### src/design/utf8d_pkg.sv
package utf8d_pkg;

    localparam int CP_W    = 21;
    localparam int LEN_W   = 3;
    localparam int BITS_W  = 7;
    localparam int QDEPTH  = 2;
    localparam int QIDX_W  = (QDEPTH > 1) ? $clog2(QDEPTH) : 1;
    localparam int QCNT_W  = $clog2(QDEPTH + 1);

    // class of one raw byte as seen by the front
    typedef enum logic [2:0] {
        K_ASCII,
        K_LEAD2,
        K_LEAD3,
        K_LEAD4,
        K_CONT,
        K_BAD
    } t_byte_kind;

    // classified byte: kind plus the value bits it contributes
    typedef struct packed {
        t_byte_kind          kind;
        logic [BITS_W-1:0]   bits;
    } t_cls_item;

    typedef struct packed {
        logic       en;
        t_cls_item  item;
    } t_q_wr;

    typedef struct packed {
        logic       valid;
        t_cls_item  item;
    } t_q_rd;

endpackage

### src/design/utf8d_front.sv
module utf8d_front (
    input  logic              i_push,
    input  logic [7:0]        i_byte,
    input  logic              i_q_full,
    output logic              o_full,
    output utf8d_pkg::t_q_wr  o_wr
);

    utf8d_pkg::t_cls_item cls;

    always_comb begin
        cls.kind = utf8d_pkg::K_BAD;
        cls.bits = '0;
        unique case (i_byte) inside
            8'b0???????: begin
                cls.kind = utf8d_pkg::K_ASCII;
                cls.bits = i_byte[6:0];
            end
            8'b10??????: begin
                cls.kind = utf8d_pkg::K_CONT;
                cls.bits = {1'b0, i_byte[5:0]};
            end
            8'b110?????: begin
                cls.kind = utf8d_pkg::K_LEAD2;
                cls.bits = {2'b00, i_byte[4:0]};
            end
            8'b1110????: begin
                cls.kind = utf8d_pkg::K_LEAD3;
                cls.bits = {3'b000, i_byte[3:0]};
            end
            8'b11110???: begin
                cls.kind = utf8d_pkg::K_LEAD4;
                cls.bits = {4'b0000, i_byte[2:0]};
            end
            default: begin
                cls.kind = utf8d_pkg::K_BAD;
                cls.bits = '0;
            end
        endcase
    end

    assign o_full    = i_q_full;
    assign o_wr.en   = i_push && !i_q_full;
    assign o_wr.item = cls;

endmodule

### src/design/utf8d_queue.sv
module utf8d_queue (
    input  logic              i_clk,
    input  logic              i_rst_n,
    input  utf8d_pkg::t_q_wr  i_wr,
    input  logic              i_rd,
    output logic              o_full,
    output utf8d_pkg::t_q_rd  o_rd
);

    utf8d_pkg::t_cls_item                 r_mem [utf8d_pkg::QDEPTH];
    logic [utf8d_pkg::QIDX_W-1:0]         r_wptr, n_wptr;
    logic [utf8d_pkg::QIDX_W-1:0]         r_rptr, n_rptr;
    logic [utf8d_pkg::QCNT_W-1:0]         r_cnt, n_cnt;
    logic                                 do_rd;

    localparam logic [utf8d_pkg::QIDX_W-1:0] LAST_IDX =
        utf8d_pkg::QIDX_W'(utf8d_pkg::QDEPTH - 1);
    localparam logic [utf8d_pkg::QCNT_W-1:0] FULL_CNT =
        utf8d_pkg::QCNT_W'(utf8d_pkg::QDEPTH);

    assign do_rd = i_rd && (r_cnt != '0);

    always_comb begin
        n_wptr = r_wptr;
        n_rptr = r_rptr;
        n_cnt  = r_cnt;
        if (i_wr.en) begin
            n_wptr = (r_wptr == LAST_IDX) ? '0 : r_wptr + 1'b1;
        end
        if (do_rd) begin
            n_rptr = (r_rptr == LAST_IDX) ? '0 : r_rptr + 1'b1;
        end
        if (i_wr.en && !do_rd) begin
            n_cnt = r_cnt + 1'b1;
        end else if (!i_wr.en && do_rd) begin
            n_cnt = r_cnt - 1'b1;
        end
    end

    always_ff @(posedge i_clk) begin
        if (!i_rst_n) begin
            r_wptr <= '0;
            r_rptr <= '0;
            r_cnt  <= '0;
        end else begin
            r_wptr <= n_wptr;
            r_rptr <= n_rptr;
            r_cnt  <= n_cnt;
        end
    end

    always_ff @(posedge i_clk) begin
        if (i_wr.en) begin
            r_mem[r_wptr] <= i_wr.item;
        end
    end

    assign o_full     = (r_cnt == FULL_CNT);
    assign o_rd.valid = (r_cnt != '0);
    assign o_rd.item  = r_mem[r_rptr];

    a_cnt_range: assert property (@(posedge i_clk) disable iff (!i_rst_n)
        r_cnt <= FULL_CNT)
        else $error("queue count out of range");

    a_no_overflow: assert property (@(posedge i_clk) disable iff (!i_rst_n)
        i_wr.en |-> (r_cnt != FULL_CNT))
        else $error("write into full queue");

    a_cnt_track: assert property (@(posedge i_clk) disable iff (!i_rst_n)
        (i_wr.en && !do_rd) |=> (r_cnt == $past(r_cnt) + 1'b1))
        else $error("queue count did not follow write");

endmodule

### src/design/utf8d_back.sv
module utf8d_back (
    input  logic                          i_clk,
    input  logic                          i_rst_n,
    input  utf8d_pkg::t_q_rd              i_rd,
    output logic                          o_rd,
    input  logic                          i_pop,
    output logic                          o_valid,
    output logic [utf8d_pkg::CP_W-1:0]    o_scalar,
    output logic [utf8d_pkg::LEN_W-1:0]   o_seq_len
);

    logic [1:0]                       r_left, n_left;
    logic [utf8d_pkg::CP_W-1:0]       r_acc, n_acc;
    logic [utf8d_pkg::LEN_W-1:0]      r_len, n_len;
    logic                             r_out_valid, n_out_valid;
    logic [utf8d_pkg::CP_W-1:0]       r_cp, n_cp;
    logic [utf8d_pkg::LEN_W-1:0]      r_slen, n_slen;
    logic                             take;
    logic [utf8d_pkg::CP_W-1:0]       shifted;

    // output register frees up when empty or being popped this cycle
    assign take    = i_rd.valid && (!r_out_valid || i_pop);
    assign o_rd    = take;
    assign shifted = {r_acc[utf8d_pkg::CP_W-7:0], i_rd.item.bits[5:0]};

    always_comb begin
        n_left      = r_left;
        n_acc       = r_acc;
        n_len       = r_len;
        n_out_valid = r_out_valid && !i_pop;
        n_cp        = r_cp;
        n_slen      = r_slen;
        if (take) begin
            if (r_left != 2'd0) begin
                if (i_rd.item.kind != utf8d_pkg::K_CONT) begin
                    // abort, byte dropped
                    n_left = 2'd0;
                    n_acc  = '0;
                    n_len  = '0;
                end else if (r_left == 2'd1) begin
                    n_out_valid = 1'b1;
                    n_cp        = shifted;
                    n_slen      = r_len;
                    n_left      = 2'd0;
                    n_acc       = '0;
                    n_len       = '0;
                end else begin
                    n_acc  = shifted;
                    n_left = r_left - 2'd1;
                end
            end else begin
                case (i_rd.item.kind)
                    utf8d_pkg::K_ASCII: begin
                        n_out_valid = 1'b1;
                        n_cp        = utf8d_pkg::CP_W'(i_rd.item.bits);
                        n_slen      = utf8d_pkg::LEN_W'(1);
                    end
                    utf8d_pkg::K_LEAD2: begin
                        n_acc  = utf8d_pkg::CP_W'(i_rd.item.bits);
                        n_left = 2'd1;
                        n_len  = utf8d_pkg::LEN_W'(2);
                    end
                    utf8d_pkg::K_LEAD3: begin
                        n_acc  = utf8d_pkg::CP_W'(i_rd.item.bits);
                        n_left = 2'd2;
                        n_len  = utf8d_pkg::LEN_W'(3);
                    end
                    utf8d_pkg::K_LEAD4: begin
                        n_acc  = utf8d_pkg::CP_W'(i_rd.item.bits);
                        n_left = 2'd3;
                        n_len  = utf8d_pkg::LEN_W'(4);
                    end
                    default: begin
                        // stray continuation or invalid byte: dropped
                    end
                endcase
            end
        end
    end

    always_ff @(posedge i_clk) begin
        if (!i_rst_n) begin
            r_left      <= 2'd0;
            r_acc       <= '0;
            r_len       <= '0;
            r_out_valid <= 1'b0;
        end else begin
            r_left      <= n_left;
            r_acc       <= n_acc;
            r_len       <= n_len;
            r_out_valid <= n_out_valid;
        end
    end

    always_ff @(posedge i_clk) begin
        r_cp   <= n_cp;
        r_slen <= n_slen;
    end

    assign o_valid   = r_out_valid;
    assign o_scalar  = r_cp;
    assign o_seq_len = r_slen;

    a_closed_clean: assert property (@(posedge i_clk) disable iff (!i_rst_n)
        (r_left == 2'd0) |-> (r_len == '0 && r_acc == '0))
        else $error("closed sequence left stale state");

    a_open_len: assert property (@(posedge i_clk) disable iff (!i_rst_n)
        (r_left != 2'd0) |-> (r_len > {1'b0, r_left} && r_len <= 3'd4))
        else $error("open length inconsistent with bytes left");

    a_ascii_narrow: assert property (@(posedge i_clk) disable iff (!i_rst_n)
        (r_out_valid && r_slen == 3'd1) |-> (r_cp[utf8d_pkg::CP_W-1:7] == '0))
        else $error("one-byte result wider than seven bits");

    a_out_len: assert property (@(posedge i_clk) disable iff (!i_rst_n)
        r_out_valid |-> (r_slen != 3'd0 && r_slen <= 3'd4))
        else $error("result length out of range");

endmodule

### src/design/utf8_stream_decoder_unit.sv
// utf8 stream decoder: one raw byte in per transaction, one code point out
// per completed sequence
//
// input side looks like a queue: drive i_in_byte and push; the byte is taken
// at a clock edge where push is high and full is low
// output side looks like a queue too: while empty is low the oldest code
// point and its sequence length are on o_scalar / o_seq_len, and pop
// high at a clock edge takes it
//
// throughput: one byte per cycle sustained while the output register is empty
// or popped, limited only by the single accumulator update in the back end
// path: a byte that completes a sequence goes into the byte queue at its push
// edge, then into the output register when the back end takes it
// bytes that open or extend a sequence, or get dropped, give no result
//
// reset (i_rst_n low, synchronous) empties the byte queue and output
// register and closes any open sequence
// if the receiver stalls, the output register holds, the back end stops
// draining the two-entry byte queue, and full rises once it fills
module utf8_stream_decoder_unit (
    input  logic                          i_clk,
    input  logic                          i_rst_n,
    // input transaction
    input  logic                          push,
    output logic                          full,
    input  logic [7:0]                    i_in_byte,
    // result transaction
    output logic                          empty,
    input  logic                          pop,
    output logic [utf8d_pkg::CP_W-1:0]    o_scalar,
    output logic [utf8d_pkg::LEN_W-1:0]   o_seq_len
);

    utf8d_pkg::t_q_wr  q_wr;
    utf8d_pkg::t_q_rd  q_rd;
    logic              q_full;
    logic              q_rd_en;
    logic              out_valid;

    // front: classify each accepted byte into kind plus value bits
    utf8d_front u_front (
        .i_push   (push),
        .i_byte   (i_in_byte),
        .i_q_full (q_full),
        .o_full   (full),
        .o_wr     (q_wr)
    );

    // short queue decoupling classification from sequence assembly
    utf8d_queue u_queue (
        .i_clk   (i_clk),
        .i_rst_n (i_rst_n),
        .i_wr    (q_wr),
        .i_rd    (q_rd_en),
        .o_full  (q_full),
        .o_rd    (q_rd)
    );

    // back: sequence state machine plus the output register
    utf8d_back u_back (
        .i_clk     (i_clk),
        .i_rst_n   (i_rst_n),
        .i_rd      (q_rd),
        .o_rd      (q_rd_en),
        .i_pop     (pop),
        .o_valid   (out_valid),
        .o_scalar  (o_scalar),
        .o_seq_len (o_seq_len)
    );

    assign empty = !out_valid;

endmodule
### config.mk
export PLATFORM = sky130hd
export DESIGN_NAME = utf8_stream_decoder_unit
export DESIGN_NICKNAME = d
export VERILOG_FILES = /design/src/design/utf8d_pkg.sv /design/src/design/utf8d_front.sv /design/src/design/utf8d_queue.sv /design/src/design/utf8d_back.sv /design/src/design/utf8_stream_decoder_unit.sv
export SDC_FILE = /design/constraint.sdc
export NUM_CORES = 1
export LEC_CHECK = 0
export BUFFER_PORTS_ARGS = -buffer_cell sky130_fd_sc_hd__buf_4
export CAP_MARGIN = 30
export CORE_UTILIZATION = 25
export CTS_CLUSTER_SIZE = 30
export DETAILED_ROUTE_END_ITERATION = 12
export PLACE_DENSITY = 0.46
export SYNTH_ARGS = -nofsm -noshare
export SYNTH_HDL_FRONTEND = slang
export SYNTH_HIERARCHICAL = 1
export SYNTH_SLANG_ARGS = --single-unit
export TNS_END_PERCENT = 1
### constraint.sdc
create_clock -name i_clk -period 5.52 [get_ports i_clk]
set_input_delay 0 -clock i_clk [delete_from_list [all_inputs] [get_ports i_clk]]
set_output_delay 0 -clock i_clk [all_outputs]
set_load 0.01 [all_outputs]
==> metrics.cfg, run 1 <==
[outcome]
status=finished, final reports clean

[timing]
post-route-period-util_pct=51.1
drv_slew=0
slew_headroom_pct=39.2
fmax_mhz=355
hold_violations=0
tightest_slew_ns=0.910
finalSetupTns_ns=0
grt_setup_unrepaired=no
finalSetupViolations=0
fin_crit_ns=2.82
fin_skew_ns=0.00526

[synth]
synth_cell_types=47
synth_nets=231
synth_seq_cells=70
seq_area_frac_synth_pct=65.1
async_flop_share_pct=0
avgSynthCellArea_um2=13.1
synthesis.area_um2=2830
syn_inst=216
synth_edf_count=44
synth-main-ff-cell=edfxtp_1
yosys_warnings=6

[drt]
via_per_inst=4.31
drcViolationCount=0
drt_wl_total_um=5140
avgRoutedWirePerCell_um=12.7
drt-initial-drc-count=33
first_pass_iters=4
vias=1746
final_antenna_net_count=0

[placement]
gp_congestion=0.740
io_buffers=37
dp_cells=385
hpwl_um=3570

[setup_path]
worst_setup_path_end_kind=flip-flop
worstSetupStartpointType=flip-flop
ff2ff_path_depth=5
timing.rr.end=u_back/o_scalar[12]
crit_type=reg -> reg
reg2reg_from=u_back/r_left[0]
r2r_slack_ns=2.70
cp_max_fo=25
required_ns=5.53
worst_ep_arrival_time_ns=2.83

[cts]
path_clk_slew_ns=0.05
cts_sinks=70
clk_latency_ns=0.32
numCtsBuffers=9
h-tree-depth=3
clk_path_buf_depth=2
root_buffer=clkbuf_16
cts_tree=done
post_cts_buffers=0

[global_routing]
antenna_found_initial=0
grt_pass1_vias=1664
track_usage_pct=9.52
grt_pass1_wl_um=8270
overflow=0
grt_max_degree=26

[floorplan]
die_area_um2=11700
initial_utilization_pct=25.9
die_y_um=108
coreArea_um2=10900
io_pins=38
die_x_um=108
rows=38

[cells_and_area]
area_growth_pct=26.8
layout_common_cells=44 x edfxtp_1, 39 x buf_4, 26 x dfxtp_1
layout_commonest_cell=edfxtp_1
num_antenna_cells=0
final_cells=405
drive_gt1_share_pct=27.2
nets=275

[hold_path]
hold_path.class=in -> reg
hold_depth=2
hold_start=i_in_byte[5]
hold-path-endpoint=u_queue/r_mem[1][7]

[flow_run]
cap_violations=0

[pwr]
p_leak_nw=1.28
vdd_drop_max_uv=201
power_per_cell_area_nw_per_um2=479

## flip-flops by register name, summed over array words and instances, names as in the netlist, named ones only
signal,count
u_back/o_scalar,21
u_back/o_seq_len,3
u_back/o_valid,1
u_back/r_acc,15
u_back/r_left,2
u_back/r_len,3
u_queue/r_cnt,2
u_queue/r_mem,20
u_queue/r_rptr,1
u_queue/r_wptr,1
## metal layers
metal,vias up,global-route usage [%],part of all wire [%]
li1,875,-,-
met1,824,12.1,49
met2,45,14.6,46
met3,2,2.95,4.9
met4,0,4.73,0.29
met5,-,0,0
## how the worst max path moves through the flow
stage,start,to
final,u_back/r_left[0],u_back/o_scalar[12]
after global routing,u_back/r_left[0],u_back/o_scalar[20]
after CTS,u_back/r_left[0],u_back/o_scalar[12]
after detailed placement,u_back/r_left[0],u_back/o_scalar[6]
after global placement,u_back/r_left[0],u_back/o_scalar[6]
after floorplan,flip-flop,u_back/o_scalar[0]
## cells in the mapped netlist, drive strengths merged (2+ instances only)
cell	n	share of area [%]
a21boi	2	0.53
a21oi	4	0.84
a22o	6	1.9
a32o	3	1.1
and2	6	1.4
buf	6	1.5
clkbuf	4	0.53
dfxtp	26	18
edfxtp	44	47
ha	3	1.3
inv	7	0.93
mux2	11	4.4
nand2	14	1.9
nand2b	2	0.44
nand3	11	2.1
nor2	2	0.27
nor2b	23	5.2
nor3	3	0.71
o21a	6	1.6
o21ai	13	2.3
or2	2	0.44
xnor2	2	0.62
## where the power goes
| group | switching, W | total, W | internal, W | leakage [nW] |
|---|---|---|---|---|
| clock network | 0.000198 | 0.000558 | 0.000360 | 0.140 |
| registers | 0.0000477 | 0.000702 | 0.000654 | 0.625 |
| logic | 0.000269 | 0.000458 | 0.000189 | 0.519 |
| total | 0.000515 | 0.00172 | 0.00120 | 1.28 |
## through the flow
stage	instance area, um2	power (W)	setup slack (ns)	util [%]	hold WS (ns)
after floorplan	2830	0.00105	2.28	-	0.118
after CTS	3590	0.00174	2.62	32.8	0.0118
after global placement	3250	0.00117	2.71	29.7	0.313
final	3590	0.00172	2.70	32.8	0.0217
after detailed placement	3250	0.00117	2.66	29.7	0.315
after global routing	3590	0.00181	2.46	32.8	0.0156
## cell type report
class                      instances  area (um2)
multi-input combinational        129         917
tap                              140         175
clock inverter                     4        46.3
fill                            1102        7350
clock buffer                      12         246
timing repair buffer              43         333
inverter                           7        26.3
sequential                        70        1840
## kinds of logic after synthesis
kind of cell               after synthesis  synth area share, %
buffers and inverters                   17                 2.92
muxes                                   11                 4.38
AOI/OAI and AO/OA                       43                 11.5
adders and majority gates                3                 1.33
xor gates and xnor gates                 3                0.929
DFF                                     70                 65.1
and+or+nand+nor                         69                 13.8
## critical path: stages (launching register included)
cell       delay, ns
dfxtp_1         0.32
inv_1           0.07
ha_1            0.75
nand2b_1        0.29
a2111oi_4       0.71
buf_4           0.36
## what timing repair did
| action | CTS | global route |
|---|---|---|
| endpoints found under the hold margin | 8 | 0 |
| hold buffers | 4 | 0 |
| gates resized for setup | 0 | 0 |
No activity file was read; power rests on OpenSTA's default activity.
==> run 2: changes to the inputs <==
- ABC_AREA: default -> 1
- clock period: 5.52 -> 2.7 ns (I/O delays scaled with it)
==> run 2 against run 1 <==
Net effect: via count grew 12%; the flow now finishes with violations (design-rule violations); combinational power grew to 2.8 times the previous value; count of clock-buffer cells in the layout shrank 3; largest cell class unchanged; highest routed layer unchanged; cell count grew 19%; critical endpoint unchanged; utilization is essentially flat; first-iteration DRC count grew to 3.1 times the previous value; setup slack lost 2.2 ns; critical path depth grew 2; fmax grew 27%.
==> metrics.cfg, run 2 <==
[timing]
finalSetupTns_ns=0  ; unchanged
finalSetupViolations=0  ; unchanged
post-route-period-util_pct=82.2  ; was 51.1%
hold_violations=0  ; unchanged
drv_slew=0  ; unchanged
tightest_slew_ns=0.449  ; was 0.910 ns
grt_setup_unrepaired=no  ; unchanged
fin_crit_ns=2.22  ; was 2.82 ns
fin_skew_ns=0.00442  ; was 0.00526 ns
slew_headroom_pct=70.0  ; was 39.2%
fmax_mhz=450  ; was 355 MHz

[synth]
yosys_warnings=6  ; unchanged
yosysTopAreaCellShare_pct=44.0  ; was 46.7%
synth-main-ff-cell=edfxtp_1  ; unchanged
synth_cell_types=32  ; was 47
synth_nets=303  ; was 231
async_flop_share_pct=0  ; unchanged
avgSynthCellArea_um2=10.4  ; was 13.1 um2
synth_commonest_cells=44 x edfxtp_1, 44 x nand2_1, 43 x nor2_1  ; was 44 x edfxtp_1, 26 x dfxtp_1, 22 x nor2b_1
synth_compound_area_share_pct=6.46  ; was 11.5%
synth_top_family_by_area=simple AND/OR/NAND/NOR gates  ; unchanged
synth_edf_count=44  ; unchanged
synthAdderAreaFrac_pct=1.25  ; was 1.33%
synthesis.area_um2=3000  ; was 2830 um2
synth_top_area_cell=edfxtp_1  ; unchanged
synth-simple-area-share_pct=17.6  ; was 13.8%
syn_inst=288  ; was 216
synth_seq_cells=70  ; unchanged
seq_area_frac_synth_pct=61.4  ; was 65.1%
synth-xor-area-share_pct=0  ; was 0.929%
synth.area.top_cells=edfxtp_1 44%, dfxtp_1 17%, nand2_1 5.5%  ; was edfxtp_1 47%, dfxtp_1 18%, nor2b_1 4.9%
yosys-mux-area-fraction_pct=5.00  ; was 4.38%

[placement]
place_area_um2=3420  ; was 3250 um2
hpwl_um=3770  ; was 3570 um
gp_congestion=0.817  ; was 0.740
io_buffers=37  ; unchanged
dp_cells=463  ; was 385

[setup_path]
cp_max_fo=16  ; was 25
worst_ep_arrival_time_ns=2.25  ; was 2.83 ns
critPathSlowestCell=dfxtp_1  ; was ha_1
cpPeakStageDelay_ns=0.47  ; was 0.75 ns
worstSetupStartpointType=flip-flop  ; unchanged
worst_setup_path_end_kind=flip-flop  ; unchanged
required_ns=2.73  ; was 5.53 ns
path_cells=mux2_4 > nor2_2 > nand2_2 > a21oi_1 > nand2_1 > inv_1 > buf_12  ; was inv_1 > ha_1 > nand2b_1 > a2111oi_4 > buf_4
crit_type=reg -> reg  ; unchanged

[global_routing]
grt_pass1_vias=1947  ; was 1664
grt_max_degree=24  ; was 26
track_usage_pct=9.48  ; was 9.52%
grt_pass1_wl_um=9110  ; was 8270 um
overflow=0  ; unchanged
antenna_found_initial=0  ; unchanged

[flow_run]
cap_violations=0  ; unchanged

[drt]
vias=1963  ; was 1746
drcViolationCount=7  ; was 0
drt_wl_total_um=5420  ; was 5140 um
drt-initial-drc-count=103  ; was 33
avgRoutedWirePerCell_um=11.2  ; was 12.7 um
first_pass_iters=8  ; was 4
final_antenna_net_count=0  ; unchanged
via_per_inst=4.07  ; was 4.31

[hold_path]
hold_start=i_in_byte[2]  ; was i_in_byte[5]
hold_path.class=in -> reg  ; unchanged

[floorplan]
io_pins=38  ; unchanged
coreArea_um2=11600  ; was 10900 um2
die_y_um=112  ; was 108 um
die_x_um=112  ; was 108 um
initial_utilization_pct=26.0  ; was 25.9%
rows=39  ; was 38
die_area_um2=12400  ; was 11700 um2

[cells_and_area]
fillers=1187  ; was 1102
layout_common_cells=44 x nand2_1, 44 x edfxtp_1, 43 x nor2_1  ; was 44 x edfxtp_1, 39 x buf_4, 26 x dfxtp_1
num_antenna_cells=0  ; unchanged
design_area_um2=3790  ; was 3590 um2
drive_gt1_share_pct=23.9  ; was 27.2%
nets=349  ; was 275
largest_reg_flops=21  ; unchanged
final_cells=482  ; was 405
area_growth_pct=26.3  ; was 26.8%

[cts]
cts_sinks=70  ; unchanged
root_buffer=clkbuf_16  ; unchanged
path_clk_slew_ns=0.05  ; about the same
clk_path_buf_depth=2  ; unchanged
post_cts_buffers=0  ; unchanged
cts_tree=done  ; unchanged
cts_resized=0  ; unchanged
clk_latency_ns=0.32  ; about the same
h-tree-depth=3  ; unchanged
numCtsBuffers=9  ; unchanged

[pwr]
vdd_drop_max_uv=397  ; was 201 uV
p_leak_nw=1.51  ; was 1.28 nW
power_per_cell_area_nw_per_um2=1080  ; was 479 nW/um2

[outcome]
status=finished with violations  ; was finished, final reports clean
violations=design-rule violations

-- run 2: changes by cell type in the layout (fill, tap and decap cells not counted), sizes merged, moves of 5 or more --
| cell | before | now |
|---|---|---|
| o21a | 6 | 1 |
| and2 | 6 | 1 |
| a22o | 6 | 0 |
| inv | 7 | 45 |
| nor2b | 23 | 0 |
| nand2 | 14 | 47 |
| a21oi | 4 | 24 |
| nor2 | 2 | 48 |
-- run 2: cell type report --
cell class	count	area, um2	area share, %
Inverter	44	173	4.55
Sequential cell	70	1840	48.6
Multi-Input combinational cell	165	911	24.0
Clock inverter	7	111	2.94
Tap cell	143	179	4.72
Timing Repair Buffer	44	350	9.24
Clock buffer	9	225	5.94
-- run 2: cell families after synthesis --
group,after synthesis
mux,10
fa+ha+maj,3
simple gates,115
compound gates,37
flops,70
buf+inv,53
-- run 2: what timing repair did --
action,in CTS,in global routing
endpoints found under the hold margin,7,0
endpoints found under the setup margin,0,0
hold buffers,3,0
-- run 2: report_power, final --
group	internal (W)	switching [W]
Clock	0.000896	0.000414
Combinational	0.000484	0.000793
Sequential	0.00140	0.000104
Total	0.00278	0.00131
-- run 2: final timing paths --
check,end,slack (ns),cells past startpoint
worst min register to register,u_back/r_len[1],0.46,2
worst min-delay path,u_queue/r_mem[1][2],0.01,3
worst max-delay path,u_back/o_scalar[12],0.48,7
worst max register to register,u_back/o_scalar[12],0.48,7
-- run 2: worst max-delay path, delay by kind of cell (launching register included) --
family          cells  cell delay (ns)
compound gates      1             0.16
mux                 1             0.35
simple gates        3             0.41
flops               1             0.47
buf+inv             2             0.53
-- run 2: per-layer routing --
metal	up-vias	GRT usage (%)	wire length, um
met2	38	15.9	2660
met5	-	0	0
met4	0	4.59	91
met1	890	11.0	2470
li1	1027	-	-
met3	8	2.99	199
-- run 2: per-stage QoR --
stage                     power (W)  hold slack (ns)  setup slack, ns  util [%]
after global placement      0.00281            0.325            0.523      29.6
after detailed placement    0.00281            0.324            0.468      29.6
after global routing        0.00435           0.0236            0.308      32.8
after floorplan             0.00257            0.121            0.544         -
final                       0.00409           0.0137            0.480      32.8
after CTS                   0.00415          0.00468            0.453      32.8
==> run 3: changes to the inputs <==
- clock period: 2.7 -> 2.1 ns (I/O delays scaled with it)
==> run 3 against run 2 <==
Net effect: the run still ends with design-rule violations left; power up 27%; cell count rose by 0.62%; highest routed layer unchanged; sequential share of layout area hardly changed.
==> metrics.cfg, run 3 (synthesis results as in run 2) <==
[outcome]
status=finished with violations  ; unchanged
violations=design-rule violations  ; unchanged

[cts]
clk_path_buf_depth=2  ; unchanged
cts_sinks=70  ; unchanged
root_buffer=clkbuf_16  ; unchanged
hold_buffers=3  ; unchanged
h-tree-depth=3  ; unchanged
numCtsBuffers=9  ; unchanged
cts_tree=done  ; unchanged
path_clk_slew_ns=0.06  ; was 0.05 ns
post_cts_buffers=0  ; unchanged
cts_resized=0  ; unchanged
clk_latency_ns=0.33  ; was 0.32 ns

[timing]
fin_crit_ns=1.92  ; was 2.22 ns
hold_violations=0  ; unchanged
finalSetupViolations=0  ; unchanged
post-route-period-util_pct=91.7  ; was 82.2%
fmax_mhz=520  ; was 450 MHz
finalWorstSetupSlack_ns=0.175  ; was 0.480 ns
tightest_slew_ns=0.435  ; was 0.449 ns
slew_headroom_pct=70.9  ; was 70.0%
finalSetupTns_ns=0  ; unchanged
drv_slew=0  ; unchanged
hold_slack_ns=0.0132  ; was 0.0137 ns
fin_skew_ns=0.00741  ; was 0.00442 ns
grt_setup_unrepaired=no  ; unchanged

[setup_path]
worst_setup_path_end_kind=flip-flop  ; unchanged
worst_ep_arrival_time_ns=1.96  ; was 2.25 ns
r2r_slack_ns=0.18  ; was 0.48 ns
worstSetupStartpointType=flip-flop  ; unchanged
cp_max_fo=8  ; was 16
timing.rr.end=u_back/o_scalar[1]  ; was u_back/o_scalar[12]
required_ns=2.13  ; was 2.73 ns
crit_type=reg -> reg  ; unchanged
ff2ff_path_depth=7  ; unchanged

[global_routing]
busiest_layer=met2  ; unchanged
met2_usage_pct=15.9  ; unchanged
track_usage_pct=9.88  ; was 9.48%
met3_usage_pct=3.92  ; was 2.99%
met1_usage_pct=12.0  ; was 11.0%
grt_max_degree=21  ; was 24
antenna_found_initial=0  ; unchanged
grt_pass1_vias=1937  ; was 1947
grt_pass1_wl_um=9470  ; was 9110 um
overflow=0  ; unchanged

[floorplan]
io_pins=38  ; unchanged
die_area_um2=12400  ; unchanged
rows=39  ; unchanged
die_x_um=112  ; unchanged
coreArea_um2=11600  ; unchanged
die_y_um=112  ; unchanged
initial_utilization_pct=26.0  ; unchanged

[placement]
io_buffers=37  ; unchanged
hpwl_um=3900  ; was 3770 um
gp_congestion=0.747  ; was 0.817
place_worst_setup_slack_ns=0.181  ; was 0.468 ns

[pwr]
vdd_drop_max_uv=413  ; was 397 uV
p_leak_nw=1.50  ; was 1.51 nW
power_per_cell_area_nw_per_um2=1370  ; was 1080 nW/um2

[cells_and_area]
num_antenna_cells=0  ; unchanged
largest_reg_flops=21  ; unchanged
nets=352  ; was 349
layout_common_cells=44 x nand2_1, 44 x edfxtp_1, 43 x buf_4, 43 x nor2_1, 40 x inv_1  ; was 44 x nand2_1, 44 x edfxtp_1, 43 x nor2_1
seq_area_um2=1840  ; unchanged
drive_gt1_share_pct=24.3  ; was 23.9%
fillers=1186  ; was 1187
area_growth_pct=26.3  ; about the same
fin_util_pct=32.8  ; about the same
multi_input_area_um2=911  ; unchanged

[drt]
vias=2006  ; was 1963
drcViolationCount=5  ; was 7
first_pass_iters=8  ; unchanged
avgRoutedWirePerCell_um=11.5  ; was 11.2 um
drt-initial-drc-count=75  ; was 103
final_antenna_net_count=0  ; unchanged
via_per_inst=4.14  ; was 4.07
drt_wl_total_um=5560  ; was 5420 um

[hold_path]
hold_start=i_in_byte[5]  ; was i_in_byte[2]
hold_path.class=in -> reg  ; unchanged
hold-path-endpoint=u_queue/r_mem[0][7]  ; was u_queue/r_mem[1][2]
hold_depth=2  ; was 3

[flow_run]
cap_violations=0  ; unchanged

==> run 3: cell type report <==
cell class,instances,share of cell area [%]
Timing Repair Buffer,47,9.84
Multi-Input combinational cell,165,24.0
Sequential cell,70,48.6
Tap cell,143,4.72
Clock inverter,3,1.82
Inverter,44,4.66
Clock buffer,13,6.34
==> run 3: worst max-delay path, cell delays in order, from the launching register on <==
cell and delay [ns]:
dfxtp_1 0.46, mux2_4 0.34, nor2_2 0.19, nand2_1 0.09
a21oi_1 0.14, nand2_1 0.12, clkinvlp_4 0.12, buf_4 0.17
==> run 3: worst max-delay path by stage <==
stage,start,to,slack [ns],depth (start not counted)
after detailed placement,flip-flop,u_back/o_scalar[4],0.18,7
after floorplan,flip-flop,u_back/o_scalar[0],0.15,7
final,flip-flop,u_back/o_scalar[1],0.18,7
after global routing,flip-flop,u_back/o_scalar[3],0.08,7
after CTS,flip-flop,u_back/o_scalar[4],0.17,7
after global placement,flip-flop,u_back/o_scalar[4],0.22,7
==> run 3: per-layer routing <==
layer | wire length, um | part of all wire, % | up-vias
met1 | 2610 | 47 | 919
met2 | 2630 | 47 | 42
met4 | 54 | 0.97 | 0
li1 | - | - | 1041
met3 | 261 | 4.7 | 4
met5 | 0 | 0 | -
==> run 3: per-stage QoR <==
stage / cell area (um2) / instances / power (W)
floorplan: 3010 / 288 / 0.00331
global route: 3790 / 485 / 0.00553
global placement: 3450 / 466 / 0.00365
finish: 3790 / 485 / 0.00518
detailed placement: 3450 / 466 / 0.00367
CTS: 3790 / 485 / 0.00525
==> run 3: report_power, final <==
part	total, W	internal (W)	switching (W)
registers	0.00193	0.00179	0.000133
logic	0.00168	0.000650	0.00103
clock network	0.00157	0.00104	0.000528
total	0.00518	0.00349	0.00169
